===== src/assert_macros.svh =====
// assertion macros for the rtl of the channel layout box parser
// no dependencies; include by bare file name inside a module body
`ifndef ASSERT_MACROS_SVH
`define ASSERT_MACROS_SVH

// property must hold at every clock edge out of reset
`define CLBP_ASSERT_ALWAYS(label, clk, rst_n, prop) \
  label: assert property (@(posedge clk) disable iff (!rst_n) (prop)) \
    else $error("clbp assertion failed");

// consequent must hold in the cycle after the antecedent
`define CLBP_ASSERT_NEXT(label, clk, rst_n, ante, cons) \
  label: assert property (@(posedge clk) disable iff (!rst_n) (ante) |=> (cons)) \
    else $error("clbp assertion failed");

`endif


===== src/clbp_pkg.sv =====
// package of the channel layout box parser: parser phases, result kinds,
// register map and the result word type; no dependencies
package clbp_pkg;

  // parser phases
  localparam int unsigned PHASE_W = 3;
  localparam logic [PHASE_W-1:0] PH_STRUCT = 3'd0;
  localparam logic [PHASE_W-1:0] PH_LAYOUT = 3'd1;
  localparam logic [PHASE_W-1:0] PH_POS    = 3'd2;
  localparam logic [PHASE_W-1:0] PH_AZ     = 3'd3;
  localparam logic [PHASE_W-1:0] PH_EL     = 3'd4;
  localparam logic [PHASE_W-1:0] PH_MAP    = 3'd5;
  localparam logic [PHASE_W-1:0] PH_OBJ    = 3'd6;
  localparam logic [PHASE_W-1:0] PH_DONE   = 3'd7;

  // result kinds
  localparam logic [2:0] KIND_STRUCT  = 3'd0;
  localparam logic [2:0] KIND_LAYOUT  = 3'd1;
  localparam logic [2:0] KIND_CHANNEL = 3'd2;
  localparam logic [2:0] KIND_MAP     = 3'd3;
  localparam logic [2:0] KIND_OBJECT  = 3'd4;
  localparam logic [2:0] KIND_EXCESS  = 3'd5;

  localparam logic [7:0] POS_EXPLICIT  = 8'd126;
  localparam int unsigned FLAG_CHANNELS = 0;
  localparam int unsigned FLAG_OBJECTS  = 1;
  localparam logic [2:0] MAP_LAST_BYTE = 3'd7;

  // register map: a single 32-bit register, selected by the top address bit
  localparam int unsigned CFG_AW = 3;
  localparam int unsigned CFG_DW = 32;
  localparam logic REG_CHANNEL_COUNT = 1'b0;

  typedef struct packed {
    logic [2:0]         kind;
    logic [7:0]         structure_flags;
    logic [7:0]         layout_code;
    logic [7:0]         channel_index;
    logic [7:0]         speaker_position;
    logic signed [15:0] azimuth;
    logic signed [7:0]  elevation;
    logic [63:0]        omitted_map;
    logic [7:0]         object_count;
    logic               box_done;
  } clbp_res_t;

endpackage


===== src/clbp_in_if.sv =====
// byte input channel of the channel layout box parser
// valid/ready handshake; no dependencies
interface clbp_in_if;
  logic       valid;
  logic       ready;
  logic [7:0] data_byte;
  logic       box_start;

  modport source (output valid, output data_byte, output box_start, input ready);
  modport sink   (input valid, input data_byte, input box_start, output ready);
endinterface


===== src/clbp_out_if.sv =====
// result channel of the channel layout box parser
// valid/ready handshake; no dependencies
interface clbp_out_if;
  logic               valid;
  logic               ready;
  logic [2:0]         kind;
  logic [7:0]         structure_flags;
  logic [7:0]         layout_code;
  logic [7:0]         channel_index;
  logic [7:0]         speaker_position;
  logic signed [15:0] azimuth;
  logic signed [7:0]  elevation;
  logic [63:0]        omitted_map;
  logic [7:0]         object_count;
  logic               box_done;

  modport source (
    output valid, output kind, output structure_flags, output layout_code,
    output channel_index, output speaker_position, output azimuth, output elevation,
    output omitted_map, output object_count, output box_done, input ready
  );
  modport sink (
    input valid, input kind, input structure_flags, input layout_code,
    input channel_index, input speaker_position, input azimuth, input elevation,
    input omitted_map, input object_count, input box_done, output ready
  );
endinterface


===== src/channel_layout_box_parser_core.sv =====
// a byte accepted passes the input register, then the result register, before
// its result word appears; bytes without a result give none
// throughput: one byte per cycle while the result channel is not stalled, set by
// the single-pass parse logic that updates the parser state between the input and result registers
// reset (rst_n, synchronous, active low) empties both registers, returns the
// parser to the structure byte and clears channel_count
module channel_layout_box_parser_core (
  input  logic                           clk,
  input  logic                           rst_n,
  clbp_in_if.sink                        in_chan,
  clbp_out_if.source                     out_chan,
  input  logic                           cfg_psel,
  input  logic                           cfg_penable,
  input  logic                           cfg_pwrite,
  input  logic [clbp_pkg::CFG_AW-1:0]    cfg_paddr,
  input  logic [clbp_pkg::CFG_DW-1:0]    cfg_pwdata,
  output logic [clbp_pkg::CFG_DW-1:0]    cfg_prdata,
  output logic                           cfg_pready
);
  import clbp_pkg::*;
  `include "assert_macros.svh"

  // configuration
  logic [7:0] chan_count_r;
  logic       cfg_wr;

  // input register
  logic       in_valid_r;
  logic [7:0] in_byte_r;
  logic       in_start_r;

  // parser state
  logic [PHASE_W-1:0] phase_r, phase_nxt;
  logic [7:0]         flags_r, flags_nxt;
  logic [7:0]         seen_r, seen_nxt;
  logic [2:0]         cnt_r, cnt_nxt;
  logic [63:0]        asm_r, asm_nxt;
  logic [7:0]         held_r, held_nxt;

  // state as seen by the byte in the input register (box_start restarts)
  logic [PHASE_W-1:0] phase_e;
  logic [7:0]         flags_e, seen_e, held_e;
  logic [2:0]         cnt_e;
  logic [63:0]        asm_e;

  logic               obj_flag;
  logic [PHASE_W-1:0] after_phase;
  logic [8:0]         seen_inc;
  logic               last_chan;
  logic               emit;
  clbp_res_t          res_c;

  // result register
  logic      out_valid_r;
  clbp_res_t res_r;

  logic out_room, proc;

  assign cfg_pready = 1'b1;
  assign cfg_wr     = cfg_psel && cfg_penable && cfg_pwrite && cfg_pready;
  assign cfg_prdata = (cfg_paddr[CFG_AW-1] == REG_CHANNEL_COUNT)
                      ? {{(CFG_DW-8){1'b0}}, chan_count_r} : '0;

  assign out_room = !out_valid_r || out_chan.ready;
  assign proc     = in_valid_r && (!emit || out_room);
  assign in_chan.ready = !in_valid_r || proc;

  always_comb begin
    phase_e = in_start_r ? PH_STRUCT : phase_r;
    flags_e = in_start_r ? 8'd0 : flags_r;
    seen_e  = in_start_r ? 8'd0 : seen_r;
    cnt_e   = in_start_r ? 3'd0 : cnt_r;
    asm_e   = in_start_r ? 64'd0 : asm_r;
    held_e  = in_start_r ? 8'd0 : held_r;

    obj_flag    = (phase_e == PH_STRUCT) ? in_byte_r[FLAG_OBJECTS] : flags_e[FLAG_OBJECTS];
    after_phase = obj_flag ? PH_OBJ : PH_DONE;
    seen_inc    = {1'b0, seen_e} + 9'd1;
    last_chan   = seen_inc >= {1'b0, chan_count_r};

    phase_nxt = phase_e;
    flags_nxt = flags_e;
    seen_nxt  = seen_e;
    cnt_nxt   = cnt_e;
    asm_nxt   = asm_e;
    held_nxt  = held_e;
    emit      = 1'b0;
    res_c     = '0;

    unique case (phase_e)
      PH_STRUCT: begin
        flags_nxt  = in_byte_r;
        emit       = 1'b1;
        res_c.kind = KIND_STRUCT;
        if (in_byte_r[FLAG_CHANNELS]) begin
          phase_nxt = PH_LAYOUT;
        end else begin
          phase_nxt      = after_phase;
          res_c.box_done = !obj_flag;
        end
      end
      PH_LAYOUT: begin
        emit              = 1'b1;
        res_c.kind        = KIND_LAYOUT;
        res_c.layout_code = in_byte_r;
        if (in_byte_r == 8'd0) begin
          seen_nxt = 8'd0;
          if (chan_count_r == 8'd0) begin
            phase_nxt      = after_phase;
            res_c.box_done = !obj_flag;
          end else begin
            phase_nxt = PH_POS;
          end
        end else begin
          held_nxt  = in_byte_r;
          asm_nxt   = 64'd0;
          cnt_nxt   = 3'd0;
          phase_nxt = PH_MAP;
        end
      end
      PH_POS: begin
        if (in_byte_r == POS_EXPLICIT) begin
          held_nxt  = in_byte_r;
          asm_nxt   = 64'd0;
          cnt_nxt   = 3'd0;
          phase_nxt = PH_AZ;
        end else begin
          emit                   = 1'b1;
          res_c.kind             = KIND_CHANNEL;
          res_c.channel_index    = seen_e;
          res_c.speaker_position = in_byte_r;
          if (last_chan) begin
            seen_nxt       = 8'd0;
            phase_nxt      = after_phase;
            res_c.box_done = !obj_flag;
          end else begin
            seen_nxt  = seen_inc[7:0];
            phase_nxt = PH_POS;
          end
        end
      end
      PH_AZ: begin
        // azimuth is kept to 16 bits, high byte first
        asm_nxt = {48'd0, asm_e[7:0], in_byte_r};
        if (cnt_e == 3'd0) begin
          cnt_nxt = 3'd1;
        end else begin
          cnt_nxt   = 3'd0;
          phase_nxt = PH_EL;
        end
      end
      PH_EL: begin
        emit                   = 1'b1;
        res_c.kind             = KIND_CHANNEL;
        res_c.channel_index    = seen_e;
        res_c.speaker_position = held_e;
        res_c.azimuth          = asm_e[15:0];
        res_c.elevation        = in_byte_r;
        if (last_chan) begin
          seen_nxt       = 8'd0;
          phase_nxt      = after_phase;
          res_c.box_done = !obj_flag;
        end else begin
          seen_nxt  = seen_inc[7:0];
          phase_nxt = PH_POS;
        end
      end
      PH_MAP: begin
        asm_nxt = {asm_e[55:0], in_byte_r};
        if (cnt_e != MAP_LAST_BYTE) begin
          cnt_nxt = cnt_e + 3'd1;
        end else begin
          cnt_nxt           = 3'd0;
          emit              = 1'b1;
          res_c.kind        = KIND_MAP;
          res_c.layout_code = held_e;
          res_c.omitted_map = {asm_e[55:0], in_byte_r};
          phase_nxt         = after_phase;
          res_c.box_done    = !obj_flag;
        end
      end
      PH_OBJ: begin
        emit               = 1'b1;
        res_c.kind         = KIND_OBJECT;
        res_c.object_count = in_byte_r;
        res_c.box_done     = 1'b1;
        phase_nxt          = PH_DONE;
      end
      PH_DONE: begin
        emit       = 1'b1;
        res_c.kind = KIND_EXCESS;
        phase_nxt  = PH_DONE;
      end
    endcase

    res_c.structure_flags = flags_nxt;
  end

  always_ff @(posedge clk) begin
    if (!rst_n) begin
      chan_count_r <= 8'd0;
    end else if (cfg_wr && cfg_paddr[CFG_AW-1] == REG_CHANNEL_COUNT) begin
      chan_count_r <= cfg_pwdata[7:0];
    end
  end

  always_ff @(posedge clk) begin
    if (!rst_n) begin
      in_valid_r <= 1'b0;
    end else if (in_chan.valid && in_chan.ready) begin
      in_valid_r <= 1'b1;
    end else if (proc) begin
      in_valid_r <= 1'b0;
    end
  end

  always_ff @(posedge clk) begin
    if (in_chan.valid && in_chan.ready) begin
      in_byte_r  <= in_chan.data_byte;
      in_start_r <= in_chan.box_start;
    end
  end

  always_ff @(posedge clk) begin
    if (!rst_n) begin
      phase_r <= PH_STRUCT;
      flags_r <= 8'd0;
      seen_r  <= 8'd0;
      cnt_r   <= 3'd0;
      held_r  <= 8'd0;
    end else if (proc) begin
      phase_r <= phase_nxt;
      flags_r <= flags_nxt;
      seen_r  <= seen_nxt;
      cnt_r   <= cnt_nxt;
      held_r  <= held_nxt;
    end
  end

  always_ff @(posedge clk) begin
    if (!rst_n) begin
      asm_r <= 64'd0;
    end else if (proc) begin
      asm_r <= asm_nxt;
    end
  end

  always_ff @(posedge clk) begin
    if (!rst_n) begin
      out_valid_r <= 1'b0;
    end else if (proc && emit) begin
      out_valid_r <= 1'b1;
    end else if (out_chan.ready) begin
      out_valid_r <= 1'b0;
    end
  end

  always_ff @(posedge clk) begin
    if (proc && emit) begin
      res_r <= res_c;
    end
  end

  assign out_chan.valid            = out_valid_r;
  assign out_chan.kind             = res_r.kind;
  assign out_chan.structure_flags  = res_r.structure_flags;
  assign out_chan.layout_code      = res_r.layout_code;
  assign out_chan.channel_index    = res_r.channel_index;
  assign out_chan.speaker_position = res_r.speaker_position;
  assign out_chan.azimuth          = res_r.azimuth;
  assign out_chan.elevation        = res_r.elevation;
  assign out_chan.omitted_map      = res_r.omitted_map;
  assign out_chan.object_count     = res_r.object_count;
  assign out_chan.box_done         = res_r.box_done;

  // the structure phase is only ever left, never re-entered by a processed word
  `CLBP_ASSERT_NEXT(a_no_struct_after_proc, clk, rst_n, proc, phase_r != PH_STRUCT)
  // a done result parks the parser in the excess phase
  `CLBP_ASSERT_NEXT(a_done_parks, clk, rst_n, proc && emit && res_c.box_done,
                    phase_r == PH_DONE)
  // the byte counter only runs while assembling angles or the map
  `CLBP_ASSERT_ALWAYS(a_cnt_phase, clk, rst_n,
                      cnt_r == 3'd0 || phase_r == PH_AZ || phase_r == PH_MAP)
  // excess words never carry the done flag
  `CLBP_ASSERT_ALWAYS(a_excess_not_done, clk, rst_n,
                      !(out_valid_r && res_r.kind == KIND_EXCESS) || !res_r.box_done)

endmodule

===== src/flat_wrapper.sv =====
// flat-port wrapper written by rule: the top's interface ports become plain ports
module channel_layout_box_parser_core_flat import clbp_pkg::*;
  (clk, rst_n, cfg_psel, cfg_penable, cfg_pwrite, cfg_paddr, cfg_pwdata, cfg_prdata, cfg_pready, in_chan_valid, in_chan_data_byte, in_chan_box_start, in_chan_ready, out_chan_valid, out_chan_kind, out_chan_structure_flags, out_chan_layout_code, out_chan_channel_index, out_chan_speaker_position, out_chan_azimuth, out_chan_elevation, out_chan_omitted_map, out_chan_object_count, out_chan_box_done, out_chan_ready);
  clbp_in_if in_chan_i ();
  clbp_out_if out_chan_i ();
  input  logic clk;
  input  logic rst_n;
  input  logic cfg_psel;
  input  logic cfg_penable;
  input  logic cfg_pwrite;
  input  logic [clbp_pkg::CFG_AW-1:0] cfg_paddr;
  input  logic [clbp_pkg::CFG_DW-1:0] cfg_pwdata;
  output logic [clbp_pkg::CFG_DW-1:0] cfg_prdata;
  output logic cfg_pready;
  input wire logic [$bits(in_chan_i.valid)-1:0] in_chan_valid;
  input wire logic [$bits(in_chan_i.data_byte)-1:0] in_chan_data_byte;
  input wire logic [$bits(in_chan_i.box_start)-1:0] in_chan_box_start;
  output wire logic [$bits(in_chan_i.ready)-1:0] in_chan_ready;
  output wire logic [$bits(out_chan_i.valid)-1:0] out_chan_valid;
  output wire logic [$bits(out_chan_i.kind)-1:0] out_chan_kind;
  output wire logic [$bits(out_chan_i.structure_flags)-1:0] out_chan_structure_flags;
  output wire logic [$bits(out_chan_i.layout_code)-1:0] out_chan_layout_code;
  output wire logic [$bits(out_chan_i.channel_index)-1:0] out_chan_channel_index;
  output wire logic [$bits(out_chan_i.speaker_position)-1:0] out_chan_speaker_position;
  output wire logic [$bits(out_chan_i.azimuth)-1:0] out_chan_azimuth;
  output wire logic [$bits(out_chan_i.elevation)-1:0] out_chan_elevation;
  output wire logic [$bits(out_chan_i.omitted_map)-1:0] out_chan_omitted_map;
  output wire logic [$bits(out_chan_i.object_count)-1:0] out_chan_object_count;
  output wire logic [$bits(out_chan_i.box_done)-1:0] out_chan_box_done;
  input wire logic [$bits(out_chan_i.ready)-1:0] out_chan_ready;
  assign in_chan_i.valid = in_chan_valid;
  assign in_chan_i.data_byte = in_chan_data_byte;
  assign in_chan_i.box_start = in_chan_box_start;
  assign in_chan_ready = in_chan_i.ready;
  assign out_chan_valid = out_chan_i.valid;
  assign out_chan_kind = out_chan_i.kind;
  assign out_chan_structure_flags = out_chan_i.structure_flags;
  assign out_chan_layout_code = out_chan_i.layout_code;
  assign out_chan_channel_index = out_chan_i.channel_index;
  assign out_chan_speaker_position = out_chan_i.speaker_position;
  assign out_chan_azimuth = out_chan_i.azimuth;
  assign out_chan_elevation = out_chan_i.elevation;
  assign out_chan_omitted_map = out_chan_i.omitted_map;
  assign out_chan_object_count = out_chan_i.object_count;
  assign out_chan_box_done = out_chan_i.box_done;
  assign out_chan_i.ready = out_chan_ready;
  channel_layout_box_parser_core u_core (.clk(clk), .rst_n(rst_n), .in_chan(in_chan_i), .out_chan(out_chan_i), .cfg_psel(cfg_psel), .cfg_penable(cfg_penable), .cfg_pwrite(cfg_pwrite), .cfg_paddr(cfg_paddr), .cfg_pwdata(cfg_pwdata), .cfg_prdata(cfg_prdata), .cfg_pready(cfg_pready));
endmodule

===== config.mk =====
export PLATFORM = sky130hd
export DESIGN_NAME = channel_layout_box_parser_core_flat
export DESIGN_NICKNAME = d
export VERILOG_FILES = /design/src/clbp_pkg.sv /design/src/clbp_in_if.sv /design/src/clbp_out_if.sv /design/src/channel_layout_box_parser_core.sv /design/src/flat_wrapper.sv
export VERILOG_INCLUDE_DIRS = /design/src /design/src/src
export SDC_FILE = /design/constraint.sdc
export NUM_CORES = 1
export LEC_CHECK = 0
export ABC_AREA = 1
export BUFFER_PORTS_ARGS = -buffer_cell sky130_fd_sc_hd__buf_2
export CELL_PAD_IN_SITES_DETAIL_PLACEMENT = 2
export CELL_PAD_IN_SITES_GLOBAL_PLACEMENT = 2
export CORE_ASPECT_RATIO = 1.2
export CORE_MARGIN = 1.5
export CORE_UTILIZATION = 33
export DETAILED_ROUTE_END_ITERATION = 10
export PLACE_DENSITY_LB_ADDON = 0.1
export SYNTH_ARGS = -nofsm -noshare
export SYNTH_HDL_FRONTEND = slang
export SYNTH_SLANG_ARGS = --single-unit

===== constraint.sdc =====
create_clock -name clk -period 6.4 [get_ports clk]
set_input_delay 0 -clock clk [delete_from_list [all_inputs] [get_ports clk]]
set_output_delay 0 -clock clk [all_outputs]
set_load 0.02 [all_outputs]

==> results by stage <==
Outcome:
- The flow ran to the end, and the final reports show no timing, DRC or antenna violations.

Synth:
- After synthesis, the mean cell area works out to ~9 um2.
- The cell type with the largest total area after synthesis is edfxtp_1.
- The number of synthesized flops with an enable pin is approximately 140.
- The most instantiated library cell after synthesis is nor2_1.
- Counting distinct cell types in the post-synthesis netlist gives 34.
- Counting flops and latches in the post-synthesis netlist gives 237.
- Of the synthesized area, sequential elements account for 0.585.
- For this run, asynchronously set or reset flops after synthesis account for 0.
- Ranked by total cell area, the synthesized netlist is headed by edfxtp_1 40%, dfxtp_1 18%, nor2_1 8.4%.
- Ranked by instance count, the synthesized netlist is headed by 236 x nor2_1, 151 x nand2_1, 141 x edfxtp_1, 118 x a21oi_1, 96 x dfxtp_1.
- The commonest register cell after synthesis is edfxtp_1.
- The netlist area before placement is roughly 11,000 um2.
- The number of synthesis warnings is 0.
- The area fraction of the dominant cell type after synthesis is 0.403.
- The number of cells produced by synthesis is between 1,000 and 1,500.

Global route:
- The first global-routing pass estimated ~51 mm of wire.
- Entering global routing, the biggest net connects about 110 pins.
- The total grt overflow is 0.
- The via count of the first global-routing pass was 9,123.
- The overall track demand over capacity in global routing is 0.194.
- The initial antenna violation count is 0.

Worst hold path:
- The type of the tightest min-delay check is in2reg.
- The worst hold path was traced through 5 stages.

Setup path:
- The critical path ends at u_core.out_chan.elevation[3].
- The worst setup path is launched from a flop.
- STA puts the critical path data required time at 6600 ps.
- The worst register-to-register path begins at u_core.in_start_r.
- The arrival time of the worst setup path is about 4800 ps.
- The type of the worst setup path is reg2reg.
- The critical path endpoint category is a flop.
- The launching element of the worst setup path is u_core.in_start_r.
- The biggest fanout along the worst timing path is ~90.
- The worst register-to-register path has a setup slack of around 1800 ps.
- The endpoint of the most critical register-to-register path is u_core.out_chan.elevation[3].
- The count of cells along the worst register-to-register path is 14.

Floorplan:
- The chip height is 199 um.
- The initial core utilization is 0.335.
- The number of I/O pins is about 220.
- The number of standard-cell rows in the floorplan is 71.
- The horizontal die dimension is 166 um.
- The die area is ~33,000 um2.
- The placeable core region is approximately 31,000 um2.

Finish:
- Relative to the synthesized area, the layout overhead comes to 19.5%.
- Summing all multi-input logic gate instances after layout gives ~3600 um2.
- Of the cells placed in the final design, the portion with a size suffix greater than 1 is 0.185.
- The final standard cell count with taps included and fillers excluded is ~1,700.
- The net count reported at finish is between 1,000 and 1,500.
- 0 antenna diodes ended up in the layout.
- The combined flip-flop and latch cell area is ~6200 um2.
- Counting the fill cells in the layout gives between 3,000 and 4,000.

STA:
- At the pin with the least slew margin, the transition time is 1200 ps.
- The final count of hold timing violations is 0.
- The clock period minus worst slack is between 4000 and 5000 ps.
- Setup repair after global routing left no endpoint under its margin.
- For the final routed database, the setup TNS stands at 0 ps.
- The ratio of final minimum period to clock period is 0.716.
- Based on the critical path, the design can be clocked at up to about 220 MHz.
- The setup slack of the critical path after layout is 1820 ps.
- Measured against its own limit, the worst slew margin works out to 0.197.
- The worst clock skew is 18.0 ps.
- The total count of max-transition violations in the final report came to 0.
- Setup violations remaining at the end of the flow were counted as 0.

Route:
- The total via count after detailed routing is between 8,000 and 9,000.
- The pre-antenna-repair detailed-routing pass consisted of 4 iterations.
- Once detail routing completed, the nets flagged for antenna violations numbered 0.
- In the final routed layout, each cell accounts on average for ~19 um.
- The detailed-route wire length is 32.6 mm.
- The number of violations reported at the end of detailed-routing iteration 0 is around 460.
- The remaining design rule violation count is 0.
- Using the TritonRoute via totals, the vias-per-cell ratio works out to 5.05.

Clocking:
- The post-CTS setup buffer count is 0.
- The clock passes through at most 3 buffers.
- TritonCTS built the clock tree.
- The cell chosen for the clock root is clkbuf_16.
- After clock tree synthesis, the clock-pin slew on the worst setup and hold paths is roughly 60 ps.
- For this design, the CTS-stage hold fixing added 20 buffers.
- The count of cells resized by post-cts repair is 0.
- At the later pin of the worst-skew pair, clock insertion delay measures between 500 and 600 ps.
- The CTS sink count is about 240.
- The H-tree level count is 1.
- The TritonCTS buffer count is 25.

Place:
- The worst setup timing slack at the placement stage is about 1700 ps.
- Port buffering added 166 buffers.
- The congestion estimate from routability-driven global placement came to roughly 0.75.
- The detailed placer's ending HPWL is ~20 mm.
- In this run, placement finished with an instance count of between 1,500 and 2,000.

Power:
- Power spread over the standard cell area amounts to slightly below 300 nW/um2.
- IR analysis of the VDD net gives a maximum drop of roughly 0.00018 V.
- The analysis attributes to cell leakage a power of between 0.004 and 0.005 uW.
- After layout, the design draws a total of 3700 uW.

Flow run:
- The number of violations of the max-capacitance limit is 0.
[layout by cell type, fill, tap and decap left out, types with 8 or more instances in the layout]
cell | netlist | final
edfxtp_1 | 141 | 141
o22ai_1 | 16 | 16
buf_4 | 28 | 11
nand2_1 | 151 | 150
dlygate4sd3_1 | 0 | 20
clkinv_2 | 0 | 8
inv_2 | 10 | 8
inv_1 | 75 | 74
clkbuf_16 | 0 | 25
conb_1 | 2 | 25
nor2_1 | 236 | 235
a31oi_1 | 40 | 40
a21oi_1 | 118 | 118
buf_2 | 23 | 166
ha_1 | 12 | 12
dfxtp_1 | 96 | 96
o21ai_0 | 85 | 85
o21ai_1 | 31 | 31
nand3_1 | 19 | 19
[worst max-delay path, stage by stage, from the launching register on]
cell	delay, ps
edfxtp_1	320
buf_4	290
clkinv_2	530
nand2_1	250
inv_1	100
ha_1	210
ha_1	250
o211ai_1	290
nand3_2	150
nand2_2	100
nand2_4	350
clkinv_2	140
nand2_1	110
inv_6	620
buf_4	430
[layer usage]
metal  GRT usage  vias up  wire, um
li1            -     4185         -
met1       0.246     4369     14700
met2       0.347      175     16000
met3      0.0314       31      1400
met4      0.0434        0       492
met5           0        -         0
[power by group]
group	leakage, uW	internal (uW)	total, uW	switching (uW)
Combinational	0.00233	103	394	290
Sequential	0.00210	1700	1740	40.1
Clock	0.000426	925	1560	638
[registers in the layout (all words and copies together), names as in the netlist]
register	cells
u_core.out_chan.layout_code	8
u_core.in_byte_r	8
u_core.out_chan.channel_index	8
u_core.out_chan.valid	1
u_core.out_chan.kind	3
u_core.out_chan.box_done	1
u_core.cnt_r	3
u_core.held_r	8
u_core.chan_count_r	8
u_core.out_chan.speaker_position	8
u_core.flags_r	8
u_core.out_chan.structure_flags	8
u_core.asm_r	56
u_core.out_chan.elevation	8
u_core.in_valid_r	1
u_core.in_start_r	1
u_core.out_chan.azimuth	16
u_core.phase_r	3
u_core.out_chan.omitted_map	64
u_core.out_chan.object_count	8
u_core.seen_r	8
[through the flow]
step           instance area (um2)  utilization  hold WS [ps]
5_1_grt                      12600        0.401           184
6_report                     12600        0.401           125
3_5_place_dp                 11500        0.367           201
2_1_floorplan                10600            -          98.9
4_1_cts                      12600        0.401           100
3_3_place_gp                 11500        0.367           212
[cells by family (layout without fill, tap and decap cells)]
group           count (synthesis)  in the layout  share of synthesized area
other cells                     2             25                   0.000714
compound gates                297            297                      0.150
buf+inv                       181            329                     0.0817
flops                         237            237                      0.585
fa+ha+maj                      12             12                     0.0143
simple gates                  429            429                      0.165
xor+xnor                        4              4                    0.00333
[area by class of cell]
class / instances / share of cell area
clock buffers: 31 / 0.0548
flip-flops and latches: 237 / 0.490
multi-input cells: 767 / 0.286
repair buffers: 197 / 0.0886
inverters: 86 / 0.0263
well taps: 401 / 0.0399
clock inverters: 15 / 0.0147
[worst min path at each step]
stage | endpoint | slack, ps | start
after floorplan | u_core.in_byte_r[0] | 100 | in_chan_data_byte[0]
after CTS | u_core.chan_count_r[0] | 100 | cfg_penable
after global placement | u_core.in_byte_r[6] | 210 | in_chan_data_byte[6]
after global routing | u_core.in_byte_r[7] | 180 | in_chan_data_byte[7]
after detailed placement | u_core.in_byte_r[3] | 200 | in_chan_data_byte[3]
final | u_core.chan_count_r[7] | 130 | cfg_penable
(Power assumes the default switching activity.)
